==> config.mk <==
export PLATFORM = sky130hd
export DESIGN_NAME = grid_tetra_mesh_generator_unit
export DESIGN_NICKNAME = d
export VERILOG_FILES = /design/src/rtl/core/gtm_pkg.sv /design/src/rtl/core/gtm_sequencer.sv /design/src/rtl/core/gtm_datapath.sv /design/src/rtl/core/grid_tetra_mesh_generator_unit.sv
export SDC_FILE = /design/constraint.sdc
export NUM_CORES = 1
export LEC_CHECK = 0
export ABC_CLOCK_PERIOD_IN_PS = 12900
export BUFFER_PORTS_ARGS = -buffer_cell sky130_fd_sc_hd__buf_2
export CAP_MARGIN = 10
export CELL_PAD_IN_SITES_DETAIL_PLACEMENT = 1
export CELL_PAD_IN_SITES_GLOBAL_PLACEMENT = 1
export CORE_MARGIN = 3
export CORE_UTILIZATION = 42
export CTS_CLUSTER_SIZE = 40
export DETAILED_ROUTE_END_ITERATION = 10
export GPL_ROUTABILITY_DRIVEN = 0
export PLACE_DENSITY_LB_ADDON = 0.1
export SETUP_SLACK_MARGIN = 0.05
export SYNTH_ARGS = -nofsm -noshare
export SYNTH_HDL_FRONTEND = slang
export SYNTH_HIERARCHICAL = 1
export SYNTH_SLANG_ARGS = --single-unit
==> constraint.sdc <==
create_clock -name clk -period 12.9 [get_ports clk]
set_clock_uncertainty 0.15 [all_clocks]
set_input_delay 1.935 -clock clk [delete_from_list [all_inputs] [get_ports clk]]
set_output_delay 1.935 -clock clk [all_outputs]
set_load 0.1 [all_outputs]
==> src/rtl/core/gtm_pkg.sv <==
// Shared types, constants and the microcode program of the tetra mesh walker.
// No dependencies; used by gtm_sequencer, gtm_datapath and the top level.
`default_nettype none
package gtm_pkg;

    localparam int CFG_W   = 7;   // width of a node count register
    localparam int IDX_W   = 2;   // width of a register index
    localparam int ID_W    = 18;  // width of a linear node id
    localparam int FLAG_W  = 4;
    localparam int SLOT_W  = 3;
    localparam int STEP_W  = 4;
    localparam int NYZ_W   = 2 * CFG_W;
    localparam int TDATA_W = 80;  // four ids and the flags, padded to bytes
    localparam int TUSER_W = 4;

    localparam logic [IDX_W-1:0] REG_NODES_X = 2'd0;
    localparam logic [IDX_W-1:0] REG_NODES_Y = 2'd1;
    localparam logic [IDX_W-1:0] REG_NODES_Z = 2'd2;

    localparam logic [SLOT_W-1:0] LAST_SLOT = 3'd4;

    typedef enum logic [2:0] {
        OP_LOAD,   // take a request, apply restart
        OP_NYZ,    // ny * nz
        OP_XMUL,   // x * ny * nz
        OP_YMUL,   // y * nz
        OP_SUM,    // base id, combined offset, end-of-mesh flag
        OP_EMIT    // load one tetrahedron into the output register
    } op_t;

    typedef enum logic [1:0] {
        COND_NONE, // advance at once
        COND_IN,   // advance on an accepted request
        COND_OUT   // advance when the output register is free
    } cond_t;

    typedef struct packed {
        op_t               op;
        logic [SLOT_W-1:0] slot;
        cond_t             cond;
        logic [STEP_W-1:0] next;
    } ctrl_t;

    typedef struct packed {
        op_t               op;
        logic [SLOT_W-1:0] slot;
        logic              adv;
    } seq_out_t;

    typedef struct packed {
        logic s_valid;
        logic out_free;
    } seq_stat_t;

    // Control store: one word per step.
    function automatic ctrl_t rom(input logic [STEP_W-1:0] step);
        ctrl_t w;
        w = '{op: OP_LOAD, slot: 3'd0, cond: COND_IN, next: 4'd1};
        case (step)
            4'd0: w = '{op: OP_LOAD, slot: 3'd0, cond: COND_IN,   next: 4'd1};
            4'd1: w = '{op: OP_NYZ,  slot: 3'd0, cond: COND_NONE, next: 4'd2};
            4'd2: w = '{op: OP_XMUL, slot: 3'd0, cond: COND_NONE, next: 4'd3};
            4'd3: w = '{op: OP_YMUL, slot: 3'd0, cond: COND_NONE, next: 4'd4};
            4'd4: w = '{op: OP_SUM,  slot: 3'd0, cond: COND_NONE, next: 4'd5};
            4'd5: w = '{op: OP_EMIT, slot: 3'd0, cond: COND_OUT,  next: 4'd6};
            4'd6: w = '{op: OP_EMIT, slot: 3'd1, cond: COND_OUT,  next: 4'd7};
            4'd7: w = '{op: OP_EMIT, slot: 3'd2, cond: COND_OUT,  next: 4'd8};
            4'd8: w = '{op: OP_EMIT, slot: 3'd3, cond: COND_OUT,  next: 4'd9};
            4'd9: w = '{op: OP_EMIT, slot: 3'd4, cond: COND_OUT,  next: 4'd0};
            default: w = '{op: OP_LOAD, slot: 3'd0, cond: COND_IN, next: 4'd1};
        endcase
        return w;
    endfunction

    // Corner code of a tetrahedron: bit 2 x offset, bit 1 y offset, bit 0 z offset.
    function automatic logic [2:0] corner_code(input logic [SLOT_W-1:0] slot,
                                               input logic [1:0] k);
        logic [11:0] row;
        row = {3'd4, 3'd2, 3'd1, 3'd0};
        case (slot)
            3'd0: row = {3'd4, 3'd2, 3'd1, 3'd0};
            3'd1: row = {3'd7, 3'd2, 3'd3, 3'd1};
            3'd2: row = {3'd7, 3'd6, 3'd4, 3'd2};
            3'd3: row = {3'd7, 3'd5, 3'd1, 3'd4};
            3'd4: row = {3'd7, 3'd1, 3'd2, 3'd4};
            default: row = {3'd4, 3'd2, 3'd1, 3'd0};
        endcase
        return row[k*3 +: 3];
    endfunction

endpackage
`default_nettype wire

==> src/rtl/core/gtm_sequencer.sv <==
// Step counter and control store lookup of the tetra mesh walker.
// Depends on gtm_pkg (control word, program).
`default_nettype none
module gtm_sequencer (
    input  wire logic              clk,
    input  wire logic              rst_n,
    input  wire gtm_pkg::seq_stat_t stat,
    output gtm_pkg::seq_out_t      seq,
    output logic                   in_ready
);

    logic [gtm_pkg::STEP_W-1:0] step_reg;
    logic [gtm_pkg::STEP_W-1:0] step_next;
    gtm_pkg::ctrl_t             word;
    logic                       adv;

    assign word = gtm_pkg::rom(step_reg);

    always_comb
    begin
        case (word.cond)
            gtm_pkg::COND_NONE: adv = 1'b1;
            gtm_pkg::COND_IN:   adv = stat.s_valid;
            gtm_pkg::COND_OUT:  adv = stat.out_free;
            default:            adv = 1'b0;
        endcase
        step_next = adv ? word.next : step_reg;
    end

    always_ff @(posedge clk or negedge rst_n)
    begin
        if (!rst_n)
            step_reg <= '0;
        else
            step_reg <= step_next;
    end

    assign seq.op   = word.op;
    assign seq.slot = word.slot;
    assign seq.adv  = adv;
    assign in_ready = (word.cond == gtm_pkg::COND_IN);

endmodule
`default_nettype wire

==> src/rtl/core/gtm_datapath.sv <==
// Cube indices, node id arithmetic and the output register of the walker.
// Depends on gtm_pkg; driven by gtm_sequencer.
`default_nettype none
module gtm_datapath #(
    parameter int MAX_NODES_PER_AXIS = 64
) (
    input  wire logic                          clk,
    input  wire logic                          rst_n,
    input  wire gtm_pkg::seq_out_t             seq,
    input  wire logic                          restart,
    input  wire logic [gtm_pkg::CFG_W-1:0]     nodes_x,
    input  wire logic [gtm_pkg::CFG_W-1:0]     nodes_y,
    input  wire logic [gtm_pkg::CFG_W-1:0]     nodes_z,
    input  wire logic                          m_tready,
    output logic                               m_tvalid,
    output logic [gtm_pkg::TDATA_W-1:0]        m_tdata,
    output logic [gtm_pkg::TUSER_W-1:0]        m_tuser,
    output logic                               m_tlast,
    output logic                               out_free
);

    localparam int CW   = (MAX_NODES_PER_AXIS > 2) ? $clog2(MAX_NODES_PER_AXIS) : 1;
    localparam int CMPW = (CW > gtm_pkg::CFG_W) ? CW : gtm_pkg::CFG_W;
    localparam int XPW  = CW + gtm_pkg::NYZ_W;
    localparam int YPW  = CW + gtm_pkg::CFG_W;
    localparam int ID_W = gtm_pkg::ID_W;

    function automatic logic [gtm_pkg::CFG_W-1:0] eff_n(input logic [gtm_pkg::CFG_W-1:0] v);
        logic [gtm_pkg::CFG_W-1:0] r;
        r = v;
        if (v < gtm_pkg::CFG_W'(2))
            r = gtm_pkg::CFG_W'(2);
        else if (int'(v) > MAX_NODES_PER_AXIS)
            r = gtm_pkg::CFG_W'(MAX_NODES_PER_AXIS);
        return r;
    endfunction

    logic [gtm_pkg::CFG_W-1:0] ny, nz;
    logic [CMPW-1:0]           lx, ly, lz;
    logic [CMPW-1:0]           xe, ye, ze;

    logic [CW-1:0]             cube_x_reg, cube_y_reg, cube_z_reg;
    logic [CW-1:0]             cube_x_next, cube_y_next, cube_z_next;
    logic [gtm_pkg::NYZ_W-1:0] nyz_reg;
    logic [ID_W-1:0]           acc_reg, term_reg, base_reg, offxy_reg;
    logic                      end_reg;

    logic [XPW-1:0]            xprod;
    logic [YPW-1:0]            yprod;

    logic                      out_valid_reg;
    logic [ID_W-1:0]           corner_reg [4];
    logic [gtm_pkg::FLAG_W-1:0] flags_reg;
    logic [gtm_pkg::SLOT_W-1:0] slot_reg;
    logic                      mesh_end_reg;

    logic [ID_W-1:0]           corner_id [4];
    logic [gtm_pkg::FLAG_W-1:0] flags;
    logic                      emit_fire, load_fire, beyond;

    assign ny = eff_n(nodes_y);
    assign nz = eff_n(nodes_z);
    assign lx = CMPW'(eff_n(nodes_x) - gtm_pkg::CFG_W'(2));
    assign ly = CMPW'(ny - gtm_pkg::CFG_W'(2));
    assign lz = CMPW'(nz - gtm_pkg::CFG_W'(2));
    assign xe = CMPW'(cube_x_reg);
    assign ye = CMPW'(cube_y_reg);
    assign ze = CMPW'(cube_z_reg);

    assign xprod = XPW'(cube_x_reg) * XPW'(nyz_reg);
    assign yprod = YPW'(cube_y_reg) * YPW'(nz);

    assign load_fire = seq.adv && (seq.op == gtm_pkg::OP_LOAD);
    assign emit_fire = seq.adv && (seq.op == gtm_pkg::OP_EMIT);
    assign beyond    = (xe > lx) || (ye > ly) || (ze > lz);
    assign out_free  = !out_valid_reg || m_tready;

    // Corner id: base plus the x, y and z strides picked by the corner code.
    always_comb
    begin
        logic [2:0]      code;
        logic [ID_W-1:0] off;
        for (int k = 0; k < 4; k++)
        begin
            code = gtm_pkg::corner_code(seq.slot, 2'(k));
            case (code[2:1])
                2'b00:   off = '0;
                2'b01:   off = ID_W'(nz);
                2'b10:   off = ID_W'(nyz_reg);
                default: off = offxy_reg;
            endcase
            corner_id[k] = base_reg + off + ID_W'(code[0]);
        end
    end

    always_comb
    begin
        flags = '0;
        case (seq.slot)
            3'd0: flags = {xe == '0, ye == '0, ze == '0, 1'b0};
            3'd1: flags = {xe == '0, ze == lz, 1'b0, ye == ly};
            3'd2: flags = {ze == '0, 1'b0, ye == ly, xe == lx};
            3'd3: flags = {ye == '0, 1'b0, xe == lx, ze == lz};
            default: flags = '0;
        endcase
    end

    // Walk order: z fastest; cube 0 on restart or after the last cube.
    always_comb
    begin
        cube_x_next = cube_x_reg;
        cube_y_next = cube_y_reg;
        cube_z_next = cube_z_reg;
        if (load_fire && (restart || beyond))
        begin
            cube_x_next = '0;
            cube_y_next = '0;
            cube_z_next = '0;
        end
        else if (emit_fire && (seq.slot == gtm_pkg::LAST_SLOT))
        begin
            if (end_reg)
            begin
                cube_x_next = '0;
                cube_y_next = '0;
                cube_z_next = '0;
            end
            else if (ze < lz)
                cube_z_next = cube_z_reg + CW'(1);
            else
            begin
                cube_z_next = '0;
                if (ye < ly)
                    cube_y_next = cube_y_reg + CW'(1);
                else
                begin
                    cube_y_next = '0;
                    cube_x_next = cube_x_reg + CW'(1);
                end
            end
        end
    end

    always_ff @(posedge clk or negedge rst_n)
    begin
        if (!rst_n)
        begin
            cube_x_reg    <= '0;
            cube_y_reg    <= '0;
            cube_z_reg    <= '0;
            out_valid_reg <= 1'b0;
        end
        else
        begin
            cube_x_reg <= cube_x_next;
            cube_y_reg <= cube_y_next;
            cube_z_reg <= cube_z_next;
            if (emit_fire)
                out_valid_reg <= 1'b1;
            else if (m_tready)
                out_valid_reg <= 1'b0;
        end
    end

    always_ff @(posedge clk)
    begin
        if (seq.adv)
        begin
            case (seq.op)
                gtm_pkg::OP_NYZ:  nyz_reg <= gtm_pkg::NYZ_W'(ny) * gtm_pkg::NYZ_W'(nz);
                gtm_pkg::OP_XMUL: acc_reg <= ID_W'(xprod);
                gtm_pkg::OP_YMUL: term_reg <= ID_W'(yprod);
                gtm_pkg::OP_SUM:
                begin
                    base_reg  <= acc_reg + term_reg + ID_W'(cube_z_reg);
                    offxy_reg <= ID_W'(nyz_reg) + ID_W'(nz);
                    end_reg   <= (xe == lx) && (ye == ly) && (ze == lz);
                end
                gtm_pkg::OP_EMIT:
                begin
                    for (int k = 0; k < 4; k++)
                        corner_reg[k] <= corner_id[k];
                    flags_reg    <= flags;
                    slot_reg     <= seq.slot;
                    mesh_end_reg <= end_reg;
                end
                default:
                begin
                end
            endcase
        end
    end

    assign m_tvalid = out_valid_reg;
    assign m_tdata  = gtm_pkg::TDATA_W'({flags_reg, corner_reg[3], corner_reg[2],
                                         corner_reg[1], corner_reg[0]});
    assign m_tuser  = {mesh_end_reg, slot_reg};
    assign m_tlast  = (slot_reg == gtm_pkg::LAST_SLOT);

endmodule
`default_nettype wire

==> src/rtl/core/grid_tetra_mesh_generator_unit.sv <==
// Top level of the structured-grid tetra mesh walker: ports, node count registers,
// sequencer and datapath. Depends on gtm_pkg, gtm_sequencer, gtm_datapath.
//
//  channel  | signals                              | direction | moves
//  ---------+--------------------------------------+-----------+---------------------
//  s_*      | s_tvalid s_tready s_tdata            | in        | one walk request
//  m_*      | m_tvalid m_tready m_tdata m_tuser    | out       | five tetrahedra
//           | m_tlast                              |           | per request
//  cfg_*    | cfg_valid cfg_ready cfg_index        | in        | node count writes
//           | cfg_data                             |           |
//
// A request runs through one accept step,
// four arithmetic steps (grid stride, x and y products, id sum), five emit steps.
// Each emit step holds while the output register is full and not taken.
// The microcode program sets these steps; s_tready is high only in the accept step.
// Reset clears the step counter, cube indices and output valid, and sets every
// node count to 2. Configuration writes are taken every cycle.
`default_nettype none
module grid_tetra_mesh_generator_unit #(
    parameter int MAX_NODES_PER_AXIS = 64
) (
    input  wire logic                          clk,
    input  wire logic                          rst_n,
    input  wire logic                          s_tvalid,
    output logic                               s_tready,
    input  wire logic [7:0]                    s_tdata,   // [0] restart, [7:1] zero
    output logic                               m_tvalid,
    input  wire logic                          m_tready,
    // [17:0] corner_a, [35:18] corner_b, [53:36] corner_c, [71:54] corner_d,
    // [75:72] face_flags, [79:76] zero
    output logic [gtm_pkg::TDATA_W-1:0]        m_tdata,
    output logic [gtm_pkg::TUSER_W-1:0]        m_tuser,   // [2:0] tetra_slot, [3] mesh_end
    output logic                               m_tlast,   // last_of_cube
    input  wire logic                          cfg_valid,
    output logic                               cfg_ready,
    input  wire logic [gtm_pkg::IDX_W-1:0]     cfg_index,
    input  wire logic [gtm_pkg::CFG_W-1:0]     cfg_data
);

    logic [gtm_pkg::CFG_W-1:0] nodes_x_reg, nodes_y_reg, nodes_z_reg;
    gtm_pkg::seq_out_t         seq;
    gtm_pkg::seq_stat_t        stat;
    logic                      out_free;

    assign cfg_ready = 1'b1;

    // Hold the raw node counts; the datapath clamps them on use. Drop writes to
    // an index past the register list.
    always_ff @(posedge clk or negedge rst_n)
    begin
        if (!rst_n)
        begin
            nodes_x_reg <= gtm_pkg::CFG_W'(2);
            nodes_y_reg <= gtm_pkg::CFG_W'(2);
            nodes_z_reg <= gtm_pkg::CFG_W'(2);
        end
        else if (cfg_valid && cfg_ready)
        begin
            case (cfg_index)
                gtm_pkg::REG_NODES_X: nodes_x_reg <= cfg_data;
                gtm_pkg::REG_NODES_Y: nodes_y_reg <= cfg_data;
                gtm_pkg::REG_NODES_Z: nodes_z_reg <= cfg_data;
                default:
                begin
                end
            endcase
        end
    end

    assign stat.s_valid  = s_tvalid;
    assign stat.out_free = out_free;

    // Advance through the program: accept, arithmetic, then five emits.
    gtm_sequencer u_seq (
        .clk      (clk),
        .rst_n    (rst_n),
        .stat     (stat),
        .seq      (seq),
        .in_ready (s_tready)
    );

    gtm_datapath #(
        .MAX_NODES_PER_AXIS (MAX_NODES_PER_AXIS)
    ) u_dp (
        .clk      (clk),
        .rst_n    (rst_n),
        .seq      (seq),
        .restart  (s_tdata[0]),
        .nodes_x  (nodes_x_reg),
        .nodes_y  (nodes_y_reg),
        .nodes_z  (nodes_z_reg),
        .m_tready (m_tready),
        .m_tvalid (m_tvalid),
        .m_tdata  (m_tdata),
        .m_tuser  (m_tuser),
        .m_tlast  (m_tlast),
        .out_free (out_free)
    );

`ifndef SYNTHESIS
    // The sequencer leaves the accept step right after a request.
    assert property (@(posedge clk) disable iff (!rst_n)
        s_tvalid && s_tready |=> !s_tready)
        else $error("request accepted twice in a row");

    // tlast marks exactly the fifth tetrahedron.
    assert property (@(posedge clk) disable iff (!rst_n)
        m_tvalid |-> (m_tlast == (m_tuser[2:0] == gtm_pkg::LAST_SLOT)))
        else $error("tlast does not match tetra slot");

    // Slot never leaves the range of one cube.
    assert property (@(posedge clk) disable iff (!rst_n)
        m_tvalid |-> (m_tuser[2:0] <= gtm_pkg::LAST_SLOT))
        else $error("tetra slot out of range");
`endif

endmodule
`default_nettype wire
; After elaboration in Yosys (flattened, before gate mapping)
; Memory sizes are Yosys's and may differ from the RTL's.
; Index checks and enable logic that the tools add are counted.
[classes]
n_addsub = 17
mul = 3
magnitude_cmp = 11
eq_ne = 27
muxes = 32
reduce_logical = 34
[ops]
columns = operator, n
row1 = 18-bit one-hot mux with 3 select lines, 4
row2 = 6-bit two-way mux, 14
row3 = 18-bit by 1-bit adder with 18-bit output, 4
row4 = 18-bit adder, 4
row5 = 11-bit one-hot mux with 4 select lines, 1
row6 = 7-bit two-way mux, 6
row7 = 6-bit by 7-bit equality test with 1-bit output, 3
row8 = 6-bit by 7-bit greater-than comparator with 1-bit output, 3
row9 = 7-bit greater-than comparator (second input constant), 3
row10 = 7-bit zero test, 3
row11 = 7-bit by 2-bit < comparator with 1-bit output (second input constant), 3
row12 = 7-bit by 2-bit subtractor with 7-bit output (second input constant), 3
row13 = 18-bit by 13-bit adder with 18-bit output, 1
row14 = 18-bit by 6-bit adder with 18-bit output, 1
row15 = 6-bit by 1-bit adder with 6-bit output (second input constant), 3
row16 = 6-bit by 14-bit multiplier with 18-bit output, 1
row17 = 2-bit AND reduction, 9
row18 = 4-bit one-hot mux with 4 select lines, 1
row19 = 14-bit by 7-bit adder with 15-bit output, 1
row20 = 6-bit by 7-bit < comparator with 1-bit output, 2
row21 = 7-bit by 7-bit multiplier with 14-bit output, 1
row22 = 6-bit by 7-bit multiplier with 13-bit output, 1
row23 = 2-bit by 1-bit equality test with 1-bit output (second input constant), 6
row24 = 2-bit equality test (second input constant), 6
row25 = other kinds (13), 40
[totals]
regBits = 134
ram_bits = 72
rom_bits = 192
inputBits = 22
word_cells = 143
mem_count = 2
[memory_table]
columns = memory, depth, word_bits, read_ports, rd_clocked_by_memory_dff, write_ports, line_no
row1 = (no name shown), 16, 12, 1, 0, 0, gtm_pkg.sv:59  ; case (step)
row2 = u_dp.corner_reg, 4, 18, 4, 0, 4, gtm_datapath.sv:52  ; logic [ID_W-1:0] corner_reg [4];

; Logic depth before layout (Yosys ltp)
; Gate-level depths: netlist of the first run.
[logic_depth]
depth_word = 11
depth_mapped = 21
ltp_nobuf = 21

; Cells and area by module
; Netlist of the first run, hierarchy kept.
[by_module_without_submodules]
columns = mod, instances, cells_each, area_per_inst_um2
row1 = gtm_datapath, 1, 1717, 16758.6
row2 = grid_tetra_mesh_generator_unit, 1, 47, 818.3
row3 = gtm_sequencer, 1, 52, 495.5

; Least setup slack after synthesis of the first run
; No wires, ideal clock.
[synth_path]
kind = in2reg
startpoint = input port s_tvalid
endpoint = register u_dp.base_reg[0], enable pin
setup_ns = 0.474
arrival_time_ns = 5.088
setup_slack_ns = 7.187
path_stages = 6
n_path_buf = 1
path_cell_list = nand2b_1 -> a21oi_2 -> o21ai_4 -> buf_4 -> nand2b_1 -> nor3b_1
[synth_between]
elab_chain_cells = 2
[synth_rtl]
columns = item, line_no
row1 = from (decl), grid_tetra_mesh_generator_unit.sv:24  ; input wire logic s_tvalid,
row2 = 1-bit one-hot mux with 3 select lines, gtm_sequencer.sv:21  ; case (word.cond)
row3 = net u_seq.adv, gtm_sequencer.sv:15  ; logic adv;
row4 = 2-bit AND reduction (no source line), n/a
row5 = to (signal assigned), gtm_datapath.sv:175  ; base_reg <= acc_reg + term_reg + ID_W'(cube_z_reg);
row6 = to (decl), gtm_datapath.sv:45  ; logic [ID_W-1:0] acc_reg, term_reg, base_reg, offxy_reg;
; The timed path passes the listed nets, and every way through them passes these cells.
; A chain may end at the register's enable or synchronous reset.

; Final worst setup path of the first run
[layout_path]
startpoint = register nodes_z_reg[6] (netlist name)
endpoint = register u_dp/nyz_reg[12] (netlist name) (data pin)
[layout_between]
elab_chain_cells = 4
elab_cells_between_ends = 5
cone_classes = mul: 1 / order compare: 2 / mux: 2
[layout_rtl]
columns = item, line_no
row1 = from (decl), grid_tetra_mesh_generator_unit.sv:40  ; logic [gtm_pkg::CFG_W-1:0] nodes_x_reg, nodes_y_reg, nodes_z_reg;
row2 = from (signal assigned), grid_tetra_mesh_generator_unit.sv:55  ; nodes_z_reg <= gtm_pkg::CFG_W'(2);
row3 = from (signal assigned), grid_tetra_mesh_generator_unit.sv:62  ; gtm_pkg::REG_NODES_Z: nodes_z_reg <= cfg_data;
row4 = 7-bit greater-than comparator, gtm_datapath.sv:33  ; else if (int'(v) > MAX_NODES_PER_AXIS)
row5 = 7-bit two-way mux, gtm_datapath.sv:33
row6 = 7-bit two-way mux *, gtm_datapath.sv:31  ; if (v < gtm_pkg::CFG_W'(2))
row7 = 7-bit by 7-bit multiplier with 14-bit output *, gtm_datapath.sv:170  ; gtm_pkg::OP_NYZ: nyz_reg <= gtm_pkg::NYZ_W'(ny) * gtm_pkg::NYZ_W'(nz);
row8 = to (signal assigned), gtm_datapath.sv:170
row9 = to (decl), gtm_datapath.sv:44  ; logic [gtm_pkg::NYZ_W-1:0] nyz_reg;
; Every way passes the cells marked *; elsewhere a longest branch is shown, timed or not.

==> results of run 1 <==
==> worst paths after layout <==
kind	to	cells past startpoint
hold / removal	nodes_x_reg[0]	1
hold reg to reg	nodes_x_reg[0]	1
setup reg to reg	u_dp/nyz_reg[12]	18
min in group asynchronous	nodes_z_reg[2]	1
max in group asynchronous	u_seq/step_reg[2]	1
setup / recovery	u_dp/nyz_reg[12]	18
==> synth_stat cells, drive strengths merged, types with 4 or more instances <==
cell / count / share of area, %
and3: 18 / 0.62
edfxtp: 159 / 26
nor3: 32 / 0.95
o21a: 26 / 1.1
nand2b: 33 / 1.1
inv: 168 / 3.5
xor2: 30 / 1.5
nor2b: 21 / 0.74
a221oi: 5 / 0.24
dfrtp: 41 / 5.7
nand2: 163 / 3.4
a21o: 20 / 0.84
a22o: 9 / 0.44
nor4: 5 / 0.26
a22oi: 8 / 0.33
a31oi: 9 / 0.31
mux2: 36 / 2.3
o211ai: 9 / 0.40
nand4: 9 / 0.31
nor2: 151 / 3.1
o22ai: 14 / 0.52
ha: 192 / 13
buf: 22 / 0.80
and2: 53 / 1.8
clkbuf: 49 / 1.0
or3: 13 / 0.51
mux2i: 17 / 0.94
nand3: 33 / 0.94
or4: 6 / 0.25
o21bai: 12 / 0.50
o41ai: 5 / 0.33
o21ai: 77 / 2.2
nand3b: 4 / 0.21
a21oi: 92 / 2.6
xnor2: 90 / 4.4
nor3b: 8 / 0.42
fa: 109 / 12
a211oi: 13 / 0.60
o311ai: 5 / 0.44
o31ai: 7 / 0.29
o31a: 5 / 0.24
==> report_power, final <==
part	leakage (µW)	internal (µW)	switching [µW]
combinational	0.00648	985	2150
clock	0.000448	468	307
sequential	0.00202	1150	251
==> critical path: stages (launching register included) <==
cell                        delay, ns
sky130_fd_sc_hd__dfrtp_1         0.34
sky130_fd_sc_hd__inv_1           0.29
sky130_fd_sc_hd__nand2_1         0.61
sky130_fd_sc_hd__clkinv_1        0.60
sky130_fd_sc_hd__nand2_1         0.24
sky130_fd_sc_hd__fa_1            0.47
sky130_fd_sc_hd__fa_1            0.55
sky130_fd_sc_hd__inv_1           0.06
sky130_fd_sc_hd__fa_1            0.53
sky130_fd_sc_hd__inv_1           0.06
sky130_fd_sc_hd__fa_1            0.53
sky130_fd_sc_hd__inv_1           0.04
sky130_fd_sc_hd__ha_1            0.32
sky130_fd_sc_hd__inv_1           0.07
sky130_fd_sc_hd__o21bai_1        0.09
sky130_fd_sc_hd__a2111oi_0       0.66
sky130_fd_sc_hd__o31ai_1         0.17
sky130_fd_sc_hd__a21oi_1         0.20
sky130_fd_sc_hd__xnor2_1         0.08
==> layer usage <==
layer | part of all wire [%] | wire (µm)
met5 | 0 | 0
met4 | 2.1 | 995
met3 | 2.7 | 1290
met2 | 49 | 23400
met1 | 46 | 21800
==> placed cells by master, fill, tap and decap left out, drive strengths merged, types with 53 or more instances in the layout <==
cell | synthesis | layout
ha | 192 | 192
inv | 168 | 171
nand2 | 163 | 163
edfxtp | 159 | 159
nor2 | 151 | 151
buf | 22 | 111
fa | 109 | 109
a21oi | 92 | 92
xnor2 | 90 | 90
o21ai | 77 | 77
and2 | 53 | 53
==> kinds of logic (layout without fill, tap and decap cells) <==
logic type | after synthesis | in the layout | share of synthesized area, %
AOI/OAI and AO/OA | 335 | 335 | 12.3
xor gates and xnor gates | 120 | 120 | 5.82
adders and majority gates | 301 | 301 | 25.4
buffers and inverters | 241 | 329 | 5.35
DFF | 203 | 203 | 32.5
muxes | 53 | 53 | 3.23
other | 2 | 9 | 0.0416
and+or+nand+nor | 561 | 561 | 15.4
==> cell type report <==
class | instances | area [µm²] | area share [%]
Clock buffer | 33 | 776 | 3.88
Clock inverter | 15 | 146 | 0.733
Sequential cell | 203 | 5880 | 29.4
Timing Repair Buffer | 111 | 591 | 2.96
Tap cell | 539 | 674 | 3.38
Antenna cell | 2 | 5.00 | 0.0251
Multi-Input combinational cell | 1377 | 11300 | 56.4
Inverter | 170 | 639 | 3.20
==> per-stage QoR <==
stage	instance area, µm²	cells	utilization (%)
6_report	20000	2450	47.3
5_1_grt	20000	2448	47.3
4_1_cts	20000	2448	47.3
3_5_place_dp	19000	2400	45.1
3_3_place_gp	19000	2400	45.1
2_1_floorplan	18100	1821	-
==> summary.md, run 1 <==
### Floorplan
* I/O pin count: 110
* vertical die dimension: 213 µm
* Site Rows: 75
* die area: 0.0456 mm²
* die boundary width: 213 µm
* area of the core: 0.0422 mm²
* Initial Util: 42.8%

### Timing
* Final Cycle Share: 49.3%
* tightest hold margin: 0.355 ns
* max frequency: 157 MHz
* Final min period: 6.36 ns
* unrepaired setup endpoints after global routing: false
* headroom to the max-slew limit: 30.5%
* pins over their slew limit: 0
* PnR worst setup slack: 6.54 ns
* setup total negative slack: 0 ns
* count of final setup violators: 0
* slew of the pin with the lowest slew margin: 1.04 ns
* number of endpoints with negative hold slack in the final report: 0

### Logic synthesis
* number of unique standard cell types used by synthesis: 88
* asr flop ratio synth: 21.7%
* number of standard cells after synthesis: 1,816
* Post-synth EDFFs: 159
* Post-synth top flop: sky130_fd_sc_hd__edfxtp_1
* synthesis warning total: 6
* Seq cells post-synth: 203
* portion of the post-synthesis area used by sequential elements: 32.5%
* mapped cell area: 0.0181 mm²
* average cell area after synthesis: 9.95 µm²

### Global routing
* largest net degree at the start of global routing: 73
* most heavily used metal layer in global routing: met2
* number of antenna violations at the first check in global routing: 2
* fraction of met2 tracks used by global routing: 37.8%
* via count of the first global-routing pass: 14,400
* GR Overflow Total: 0
* first-pass GRT wire length: 76.9 mm
* met3 Usage GRT: 1.96%
* GRT Resource Usage Total: 21.3%
* met1 track utilization from global routing: 28.2%

### Clock tree
* number of resized instances in the post-cts repair step: 0
* number of buffers inserted during clock tree synthesis: 26
* clock slew at reported path FFs: 0.06 ns
* source-to-sink clock delay at the later pin of the worst-skew pair: 0.56 ns
* hold buffer count at CTS: 0
* Clock Sinks: 203
* post-CTS setup repair buffer count: 0
* CTS tree: built
* number of buffers on the longest clock path: 3
* Root Buffer Master: sky130_fd_sc_hd__clkbuf_16
* H-tree Lvls: 1

### Pwr
* leakage power figure: 0.00895 µW
* sum of internal, switching and leakage power: 5310 µW
* Power Density: 266 mW/mm²
* Peak VDD IR: 0.146 mV

### Detailed routing
* number of design rule violations left after detail routing: 0
* wire per inst: 19.4 µm
* via count: 13,400
* final antenna-violating net count: 0
* DRT iter0 DRCs: 601
* iteration count of the initial detailed-routing pass: 4
* Detailed Route WL: 47.5 mm
* number of vias per cell: 5.48

### Hold path
* source of the worst hold timing path: nodes_x_reg[0]
* classification of the worst-slack hold path: reg -> reg

### Placed design
* number of buffer cells added on primary ports: 97
* worst-case setup slack after placement: 6.49 ns
* DP Wirelength: 37.5 mm

### Cells and area
* Synth-to-Final Area Change: 10.5%
* layout cells sized above 1: 12.4%
* layout filler cell count: 4,743
* Total Nets Final: 2,212
* number of flip-flops under the largest register name: 72

### Run
* reported max-cap violation count: 0

### Worst setup path
* Worst Path Class, Setup: reg -> reg
* CP endpoint kind: flop
* worst path required time: 13.05 ns
* timing startpoint of the critical path: nodes_z_reg[6]
* data arrival time at the worst-slack endpoint: 6.50 ns
* register-to-register setup slack: 6.54 ns
* startpoint of the worst-slack reg-to-reg timing path: nodes_z_reg[6]
* largest fanout on the critical path: 14
* Startpoint Class: flop

### Outcome
* outcome: complete, no violations

Power figures use the tool's default switching activity.
==> run 2, diff against run 1 <==
--- a/config.mk
+++ b/config.mk
@@ -5,7 +5,7 @@
 export SDC_FILE = /design/constraint.sdc
 export NUM_CORES = 1
 export LEC_CHECK = 0
-export ABC_CLOCK_PERIOD_IN_PS = 12900
+export ABC_CLOCK_PERIOD_IN_PS = 5180
 export BUFFER_PORTS_ARGS = -buffer_cell sky130_fd_sc_hd__buf_2
 export CAP_MARGIN = 10
 export CELL_PAD_IN_SITES_DETAIL_PLACEMENT = 1
==> constraint.sdc (replaced) <==
create_clock -name clk -period 5.18 [get_ports clk]
set_clock_uncertainty 0.15 [all_clocks]
set_input_delay 0.777 -clock clk [delete_from_list [all_inputs] [get_ports clk]]
set_output_delay 0.777 -clock clk [all_outputs]
set_load 0.1 [all_outputs]
==> run 2 against run 1 <==
  * First-iteration DRC count up 11%
  * Core utilization is 1.3 points higher
  * Critical path type unchanged
  * Flip-flop and latch count is the same
  * Hold slack lost 0.091 ns
  * Clock power rose by 140%
  * Sequential share of layout area is 0.82 points lower
==> summary.md, run 2 (synthesis gave the netlist of run 1 again) <==
### Outcome
* outcome: complete, no violations

### Detailed routing
* number of design rule violations left after detail routing: 0, unchanged
* iteration count of the initial detailed-routing pass: 5, +1
* wire per inst: 19.5 µm, +0.44%
* DRT iter0 DRCs: 669, +11%
* Detailed Route WL: 48.7 mm, +2.7%
* number of vias per cell: 5.48, -0.14%
* via count: 13,700, +2.1%
* final antenna-violating net count: 0, unchanged

### Floorplan
* Initial Util: 42.8%, unchanged
* vertical die dimension: 213 µm, unchanged
* Site Rows: 75, unchanged
* die area: 0.0456 mm², unchanged
* die boundary width: 213 µm, unchanged
* area of the core: 0.0422 mm², unchanged
* I/O pin count: 110, unchanged

### Placed design
* post-place instance area: 0.0194 mm², +2.0%
* worst-case setup slack after placement: -0.126 ns, -6.61 ns
* DP Wirelength: 39.3 mm, +4.8%
* number of buffer cells added on primary ports: 97, unchanged

### Timing
* setup total negative slack: 0 ns, unchanged
* pins over their slew limit: 0, unchanged
* headroom to the max-slew limit: 29.6%, -0.86 points
* number of endpoints with negative hold slack in the final report: 0, unchanged
* Final min period: 5.03 ns, -1.32 ns
* count of final setup violators: 0, unchanged
* tightest hold margin: 0.264 ns, -0.0911 ns
* PnR worst setup slack: 0.146 ns, -6.40 ns
* max frequency: 199 MHz, +26%
* slew of the pin with the lowest slew margin: 1.06 ns, +0.0129 ns
* Final Cycle Share: 97.2%, +48 points
* unrepaired setup endpoints after global routing: true

### Worst setup path
* cell seen most often among critical-path stages: sky130_fd_sc_hd__fa_1
* Startpoint Class: flop
* reg2reg path depth: 20, +2
* CP endpoint kind: flop
* Worst Path Class, Setup: reg -> reg
* data arrival time at the worst-slack endpoint: 5.18 ns, -1.32 ns
* startpoint of the worst-slack reg-to-reg timing path: nodes_z_reg[3]
* cell type group with the largest total delay on the critical path: adder cells
* reg-to-reg critical path endpoint: u_dp/nyz_reg[12]
* largest fanout on the critical path: 3, -11
* buffer and inverter count on the worst path: 5, -1
* register-to-register setup slack: 0.15 ns, -6.40 ns
* critical path cell sequence: or4_4, nor2_4, nor2_1, nor2_1, buf_4, nand2_2, fa_1, fa_1, inv_1, fa_1, inv_2, fa_1, inv_2, ha_4, inv_4, o21bai_4, a2111oi_4, o31ai_1, a21oi_1, xnor2_1
* Crit path largest cell delay: 0.56 ns, -0.10 ns
* worst path required time: 5.33 ns, -7.72 ns
* CP max stage cell: sky130_fd_sc_hd__or4_4

### Cells and area
* Total Nets Final: 2,269, +2.6%
* utilization of the core after routing: 48.6%, +1.3 points
* most common cell after layout, fill and taps aside: sky130_fd_sc_hd__ha_1
* Synth-to-Final Area Change: 13.6%
* number of antenna diodes: 0, -2
* post-route cell area: 0.0205 mm², +2.9%
* commonest cells after routing, fill and taps aside: sky130_fd_sc_hd__ha_1 (184), sky130_fd_sc_hd__nand2_1 (162), sky130_fd_sc_hd__inv_1 (160)
* number of flip-flops under the largest register name: 72, unchanged
* layout cells sized above 1: 16.2%, +3.8 points

### Hold path
* classification of the worst-slack hold path: in -> async

### Global routing
* GRT Resource Usage Total: 21.7%, +0.46 points
* via count of the first global-routing pass: 14,900, +3.2%
* number of antenna violations at the first check in global routing: 1, -1
* first-pass GRT wire length: 78.7 mm, +2.3%
* largest net degree at the start of global routing: 67, -8.2%
* GR Overflow Total: 0, unchanged

### Clock tree
* hold buffer count at CTS: 0, unchanged
* Root Buffer Master: sky130_fd_sc_hd__clkbuf_16
* number of buffers inserted during clock tree synthesis: 26, unchanged
* Clock Sinks: 203, unchanged
* H-tree Lvls: 1, unchanged
* source-to-sink clock delay at the later pin of the worst-skew pair: 0.55 ns, about the same
* clock slew at reported path FFs: 0.06 ns, about the same
* number of buffers on the longest clock path: 3, unchanged
* CTS tree: built

### Pwr
* leakage power figure: 0.00922 µW, +2.9%
* switching share of power: 50.8%, -0.30 points
* Peak VDD IR: 0.500 mV, +240%
* Power Density: 650 mW/mm², +140%
* net switching power: 6780 µW, +150%
* Seq pwr share: 25.6%, -0.7 points
* clock group share of total power: 13.7%, -0.9 points
* cell internal pwr: 6570 µW, +150%
* Gate power share: 60.7%, +1.6 points

### Run
* reported max-cap violation count: 0, unchanged

run 2: changes by cell type in the layout (fill, tap and decap cells not counted), sizes merged:
cell	previous run	this run
clkbuf	33	39
clkinv	9	10
buf	111	168
inv	171	167
diode	2	0
bufinv	2	1
clkinvlp	3	0
run 2: layer usage:
metal	vias up	part of all wire (%)	GRT usage (%)
li1	6554	-	-
met1	6911	44	27.7
met2	198	50	40.0
met3	49	3.3	2.21
met4	0	1.9	4.90
met5	-	0	0
run 2: worst max path at each step:
stage | startpoint | to | slack (ns) | depth (start not counted)
detailed placement | nodes_y_reg[1] | u_dp/nyz_reg[12] | -0.13 | 19
global route | nodes_y_reg[4] | u_dp/nyz_reg[12] | -0.05 | 19
finish | nodes_z_reg[3] | u_dp/nyz_reg[12] | 0.15 | 20
floorplan | nodes_y_reg[1] | u_dp/nyz_reg[12] | 0.02 | 20
global placement | nodes_y_reg[1] | u_dp/nyz_reg[12] | -0.08 | 19
CTS | nodes_y_reg[1] | u_dp/nyz_reg[12] | 0.03 | 20
run 2: layout make-up:
| type | count | area, µm² |
|---|---|---|
| tap | 539 | 674 |
| timing repair buffer | 168 | 1030 |
| clock inverter | 8 | 71.3 |
| inverter | 170 | 642 |
| sequential | 203 | 5880 |
| fill | 4734 | 21700 |
| multi-input combinational | 1377 | 11400 |
| clock buffer | 39 | 793 |
run 2: repair_timing:
| item | in CTS | in global routing |
|---|---|---|
| hold endpoints to repair | 0 | 0 |
| endpoints found under the setup margin | 4 | 13 |
| resized for setup | 17 | 22 |
| buffers inserted | 3 | 6 |
| pin swaps | 20 | 24 |
run 2: power groups by stage:
stage	sequential, µW	combinational (µW)	clock, µW
after floorplan	4930	4560	0
after CTS	3430	8080	1880
after detailed placement	3450	7990	0
final	3420	8100	1830
after global placement	3420	7780	0
after global routing	3500	8860	1940
run 2: per-stage QoR:
stage               instances  power, µW
floorplan                1821       9480
global placement         2449      11200
detailed placement       2449      11400
CTS                      2498      13400
global route             2504      14300
finish                   2504      13400
